[src/rtl/core/sbe_pkg.sv]
package sbe_pkg;

  // Result kinds.
  localparam logic [2:0] KIND_OK    = 3'd0;
  localparam logic [2:0] KIND_VAL   = 3'd1;
  localparam logic [2:0] KIND_STR   = 3'd2;
  localparam logic [2:0] KIND_HALT  = 3'd3;
  localparam logic [2:0] KIND_FAULT = 3'd4;

  // Actions.
  localparam logic [1:0] ACT_LOAD  = 2'd0;
  localparam logic [1:0] ACT_EXEC  = 2'd1;
  localparam logic [1:0] ACT_CLEAR = 2'd2;

  // Opcodes.
  localparam logic [31:0] OP_EXIT = 32'd0;
  localparam logic [31:0] OP_IMM  = 32'd1;
  localparam logic [31:0] OP_ADD  = 32'd2;
  localparam logic [31:0] OP_SUB  = 32'd3;
  localparam logic [31:0] OP_MUL  = 32'd4;
  localparam logic [31:0] OP_DIV  = 32'd5;
  localparam logic [31:0] OP_LT   = 32'd6;
  localparam logic [31:0] OP_GT   = 32'd7;
  localparam logic [31:0] OP_EQ   = 32'd8;
  localparam logic [31:0] OP_PRV  = 32'd9;
  localparam logic [31:0] OP_PRS  = 32'd10;
  localparam logic [31:0] OP_STO  = 32'd11;
  localparam logic [31:0] OP_LDV  = 32'd12;
  localparam logic [31:0] OP_JZ   = 32'd13;
  localparam logic [31:0] OP_JMP  = 32'd14;

  // ALU operations.
  typedef enum logic [2:0] {
    ALU_ADD = 3'd0,
    ALU_SUB = 3'd1,
    ALU_MUL = 3'd2,
    ALU_DIV = 3'd3,
    ALU_LT  = 3'd4,
    ALU_GT  = 3'd5,
    ALU_EQ  = 3'd6
  } alu_op_t;

  localparam logic [6:0] REG_STRING_COUNT = 7'd0;

  typedef struct packed {
    logic [1:0]         action;
    logic signed [31:0] code_word;
  } in_beat_t;

  typedef struct packed {
    logic [2:0]         kind;
    logic signed [31:0] value;
  } out_beat_t;

  // Sequencer to ALU request.
  typedef struct packed {
    logic       start;
    alu_op_t    op;
  } alu_req_t;

  typedef struct packed {
    logic        done;
    logic [31:0] result;
  } alu_rsp_t;

endpackage

[src/rtl/core/sbe_alu.sv]
// Shared arithmetic unit: add, sub and compares are computed on the request,
// multiply works in 16-bit halves and divide uses a 32-step restoring divider.
module sbe_alu
  import sbe_pkg::*;
(
  input  logic        clk,
  input  logic        rst_n,
  input  alu_req_t    req,
  input  logic [31:0] a,
  input  logic [31:0] b,
  output alu_rsp_t    rsp
);

  logic        busy_r, busy_nxt;
  alu_op_t     op_r, op_nxt;
  logic [5:0]  cnt_r, cnt_nxt;
  logic [31:0] acc_r, acc_nxt;
  logic [31:0] quo_r, quo_nxt;
  logic [31:0] rem_r, rem_nxt;
  logic [31:0] dsr_r, dsr_nxt;
  logic        neg_r, neg_nxt;
  logic        zero_r, zero_nxt;
  logic        done_r, done_nxt;
  logic [31:0] res_r, res_nxt;
  logic [32:0] trial;
  logic [31:0] rem_sh;

  // Control and datapath step.
  always_comb begin
    busy_nxt = busy_r;
    op_nxt   = op_r;
    cnt_nxt  = cnt_r;
    acc_nxt  = acc_r;
    quo_nxt  = quo_r;
    rem_nxt  = rem_r;
    dsr_nxt  = dsr_r;
    neg_nxt  = neg_r;
    zero_nxt = zero_r;
    done_nxt = 1'b0;
    res_nxt  = res_r;
    rem_sh   = {rem_r[30:0], quo_r[31]};
    trial    = {1'b0, rem_sh} - {1'b0, dsr_r};
    if (req.start) begin
      op_nxt = req.op;
      unique case (req.op)
        ALU_ADD: begin res_nxt = a + b; done_nxt = 1'b1; end
        ALU_SUB: begin res_nxt = a - b; done_nxt = 1'b1; end
        ALU_LT: begin
          res_nxt = {31'd0, $signed(a) < $signed(b)}; done_nxt = 1'b1;
        end
        ALU_GT: begin
          res_nxt = {31'd0, $signed(a) > $signed(b)}; done_nxt = 1'b1;
        end
        ALU_EQ: begin res_nxt = {31'd0, a == b}; done_nxt = 1'b1; end
        ALU_MUL: begin
          // Low partial product now, cross terms next cycle.
          acc_nxt  = a[15:0] * b[15:0];
          quo_nxt  = a;
          dsr_nxt  = b;
          busy_nxt = 1'b1;
        end
        default: begin
          neg_nxt  = a[31] ^ b[31];
          zero_nxt = (b == 32'd0);
          quo_nxt  = a[31] ? (32'd0 - a) : a;
          dsr_nxt  = b[31] ? (32'd0 - b) : b;
          rem_nxt  = 32'd0;
          cnt_nxt  = 6'd0;
          busy_nxt = 1'b1;
        end
      endcase
    end else if (busy_r) begin
      if (op_r == ALU_MUL) begin
        res_nxt  = acc_r + {quo_r[15:0] * dsr_r[31:16] + quo_r[31:16] * dsr_r[15:0], 16'd0};
        done_nxt = 1'b1;
        busy_nxt = 1'b0;
      end else begin
        // One quotient bit per cycle.
        if (!trial[32]) begin
          rem_nxt = trial[31:0];
          quo_nxt = {quo_r[30:0], 1'b1};
        end else begin
          rem_nxt = rem_sh;
          quo_nxt = {quo_r[30:0], 1'b0};
        end
        cnt_nxt = cnt_r + 6'd1;
        if (cnt_r == 6'd31) begin
          busy_nxt = 1'b0;
          done_nxt = 1'b1;
          if (zero_r) res_nxt = 32'd0;
          else res_nxt = neg_r ? (32'd0 - quo_nxt) : quo_nxt;
        end
      end
    end
  end

  always_ff @(posedge clk) begin
    if (!rst_n) begin
      busy_r <= 1'b0;
      done_r <= 1'b0;
    end else begin
      busy_r <= busy_nxt;
      done_r <= done_nxt;
    end
    op_r   <= op_nxt;
    cnt_r  <= cnt_nxt;
    acc_r  <= acc_nxt;
    quo_r  <= quo_nxt;
    rem_r  <= rem_nxt;
    dsr_r  <= dsr_nxt;
    neg_r  <= neg_nxt;
    zero_r <= zero_nxt;
    res_r  <= res_nxt;
  end

  assign rsp.done   = done_r;
  assign rsp.result = res_r;

endmodule

[config.mk]
export PLATFORM = sky130hd
export DESIGN_NAME = sbe_alu
export DESIGN_NICKNAME = d
export VERILOG_FILES = /design/src/rtl/core/sbe_pkg.sv /design/src/rtl/core/sbe_alu.sv
export SDC_FILE = /design/constraint.sdc
export NUM_CORES = 2
export LEC_CHECK = 0
export BUFFER_PORTS_ARGS = -buffer_cell sky130_fd_sc_hd__buf_2
export CAP_MARGIN = 10
export CORE_ASPECT_RATIO = 2
export CORE_MARGIN = 1.5
export CORE_UTILIZATION = 50
export CTS_CLUSTER_DIAMETER = 120
export DETAILED_ROUTE_END_ITERATION = 8
export PLACE_DENSITY = 0.66
export SYNTH_ARGS = -nofsm -noshare
export SYNTH_HDL_FRONTEND = slang
export SYNTH_SLANG_ARGS = --single-unit
[constraint.sdc]
create_clock -name clk -period 8.75 [get_ports clk]
set_input_delay 1.75 -clock clk [delete_from_list [all_inputs] [get_ports clk]]
set_output_delay 1.75 -clock clk [all_outputs]
set_load 0.005 [all_outputs]
==> summary by stage <==
Outcome
The flow ran to the end, and the final reports show no timing, DRC or antenna violations.

Critical path
The type of origin of the critical path is a flop. The worst-path maximum fanout is 10. The largest single stage delay on the critical path is 0.56 ns.

For the worst setup path, the data required time is 8.99 ns. In this design, the critical path's most frequently occurring cell is fa_1. The start-to-end type of the worst setup path is flop to flop. The slowest stage of the critical path is the edfxtp_1 cell.

At the worst endpoint, the arrival time is 8.67 ns. The kind of end point of the critical path is a flop.

Floorplan
The initialized floorplan defines approximately 130 standard-cell rows. The chip width is 179 µm. The area of the core is between 60000 and 70000 µm². The I/O pin count is 103.

The floorplan step set the die height to 354 µm. The die covers 63300 µm². The initial core utilization is 0.506.

Finish
The leading cell type in the layout, fill and taps excluded is inv_1. For this run, the post-layout net count is 4361. After the flow finishes, the layout carries non-filler instances totaling around 4400. In the layout the commonest cells are inv_1, nand2_1, fa_1, ha_1, nor2_1. The area used by sequential logic in the layout is 5140 µm². The combined area of the multi-input logic cells is 23000 µm². The area growth from synthesis to layout is 7.42%.

The filler cell count in the final layout is between 5000 and 6000. After routing the design area is approximately 33000 µm². In the final layout, the share of cells above drive strength 1 is 0.0775.

Clock network
After clock tree synthesis, the clock-pin slew on the worst setup and hold paths is 0.08 ns. Clock tree synthesis selected as its root buffer the cell clkbuf_16. At the later pin of the worst-skew pair, clock insertion delay measures 0.51 ns.

The count of hold-fix buffers inserted at cts is 0. The number of buffers between clock root and the deepest sink is 2. The number of H-tree branching levels is 4.

The clock sink total is around 170. The number of clock buffers added by TritonCTS is 17. TritonCTS built the clock tree.

Drt
The per-cell via count in the routed design is 6.05. After detailed routing, the average wire length per cell comes to 25.5 µm. For this run, design rule violations remaining after detail routing come to 0.

After detailed routing, the met3 layer carries roughly 6.7 mm of wire. In the final routing, the length of wire on met1 measures between 30 and 40 mm. The starting DRC count in detailed routing is just over 2000. Signal routing reaches up to met5. After detailed routing, the met2 layer carries around 57 mm of wire. For this block, the via count after detailed routing is 26600. In this run the remaining antenna-violating nets after routing total 0.

The length of the first detailed-routing pass in iterations is 8. Wires add up to 112 mm.

Min path
The worst min-delay path class is flop to flop.

STA
The final worst hold slack is 0.561 ns. For the pin with the worst max-slew slack, the measured transition is 1.15 ns. The worst pin sits at a relative slew slack of 0.211.

The final period utilization is 0.963. The final critical delay including setup and external delays is 8.43 ns. Setup repair after global routing left no endpoint under its margin. Timing would allow up to 119 MHz.

The number of setup violations in the final report is 0. The max-slew violation count is 0. The worst-case clock skew is 0.0173 ns.

The final hold violation count is 0. In the final timing run, aggregate negative setup slack is 0 ns.

Placed design
Once placement completed, the tool counted placed cells totaling 4351. In this run the tool buffered the top-level ports with 102 buffer cells. Routability-driven placement finished with a final weighted congestion of 1.02. After legalization and detailed placement, the total HPWL measured 92.9 mm.

The post-place instance area is approximately 32000 µm².

Synth
For this run, the number of Yosys warnings is 0. The post-synthesis instance area is between 30000 and 40000 µm². The flip-flop and latch count after synthesis is 172. The synthesized design contains between 150 and 200 enable-type register cells. The gate count after technology mapping is 3553. The count of different cell masters after synthesis is 87. The sequential area share after synthesis is 0.167. The number of nets produced by synthesis is approximately 4300. The post-synthesis area per instance is 8.69 µm². In the synthesized netlist the dominant register cell turns out to be edfxtp_1. After synthesis, the share of flip-flops with an asynchronous set or reset is 0.

GRT
The total congestion overflow is 0. The global-route wire length before repair is 167 mm. The initial antenna violation count came to 10. The pin count of the biggest net entering global routing is 68. The global-route total usage across every layer is 0.366. The number of global-route vias before repair was 27900.

Job
Across the run, the number of max-cap violations was 0.
routing by layer:
metal  vias up  GRT usage
li1      11700          -
met1     13100      0.342
met2      1256      0.645
met3       549     0.0611
met4         6      0.378
met5         -          0
sequential cells by signal (all words and copies together), names as in the netlist:
name	flops
acc_r	32
dsr_r	32
quo_r	32
res_r	32
rem_r	31
cnt_r	6
op_r	3
busy_r	1
done_r	1
neg_r	1
zero_r	1
worst paths after layout:
| kind | startpoint | end | slack, ns | depth (start not counted) |
|---|---|---|---|---|
| worst max-delay path | dsr_r[20] | res_r[31] | 0.32 | 31 |
| worst min-delay path | busy_r | busy_r | 0.56 | 2 |
| worst max register to register | dsr_r[20] | res_r[31] | 0.32 | 31 |
| worst min register to register | busy_r | busy_r | 0.56 | 2 |
cell families after synthesis:
family / count (synthesis) / share of synthesized area
AOI/OAI and AO/OA: 625 / 0.135
adders and majority gates: 693 / 0.374
muxes: 12 / 0.00401
xor gates and xnor gates: 229 / 0.0654
and+or+nand+nor: 1073 / 0.164
buffers and inverters: 749 / 0.0919
DFF: 172 / 0.167
synth_stat cells (18+ instances only):
| master | instances | area share |
|---|---|---|
| o21bai_1 | 20 | 0.0049 |
| xnor2_1 | 169 | 0.048 |
| nand2b_1 | 23 | 0.0047 |
| a211oi_1 | 20 | 0.0049 |
| o21ai_1 | 21 | 0.0034 |
| ha_1 | 311 | 0.13 |
| a31oi_1 | 25 | 0.0051 |
| nand2_1 | 418 | 0.051 |
| inv_1 | 562 | 0.068 |
| o31ai_1 | 25 | 0.0061 |
| o21a_1 | 19 | 0.0046 |
| o21ai_0 | 81 | 0.013 |
| or3_1 | 18 | 0.0036 |
| nand3_1 | 40 | 0.0065 |
| fa_1 | 382 | 0.25 |
| nor3_1 | 49 | 0.0079 |
| nor2_1 | 224 | 0.027 |
| xor2_1 | 59 | 0.017 |
| edfxtp_1 | 170 | 0.17 |
| clkbuf_1 | 155 | 0.019 |
| and2_1 | 216 | 0.044 |
| a21o_1 | 48 | 0.012 |
| a21oi_1 | 204 | 0.033 |
critical path, delay by kind of cell, from the launching register on:
family / cells / cell delay, ns
buf+inv: 7 / 0.48
simple gates: 3 / 0.76
xor+xnor: 3 / 0.56
flops: 1 / 0.56
fa+ha+maj: 10 / 4.36
compound gates: 8 / 1.44
through the flow:
step,setup slack [ns],util
2_1_floorplan,0.550,-
3_3_place_gp,0.154,0.532
3_5_place_dp,0.0749,0.532
4_1_cts,0.0658,0.542
5_1_grt,0.0137,0.543
6_report,0.321,0.544
what timing repair did:
item | 4_1_cts | 5_1_grt
gates resized for setup | 0 | 6
setup buffers | 0 | 8
endpoints found under the setup margin | 0 | 3
layout make-up:
cell class,count,share of cell area
inverter,566,0.0642
antenna,7,0.000528
tap,780,0.0294
multi-input combinational,2632,0.692
clock buffer,19,0.0134
sequential,172,0.155
clock inverter,13,0.00562
timing repair buffer,209,0.0397
Power is left out: the tool's default activity adds up to more than one toggle a clock period on the data nets, which glitch-free logic cannot reach.
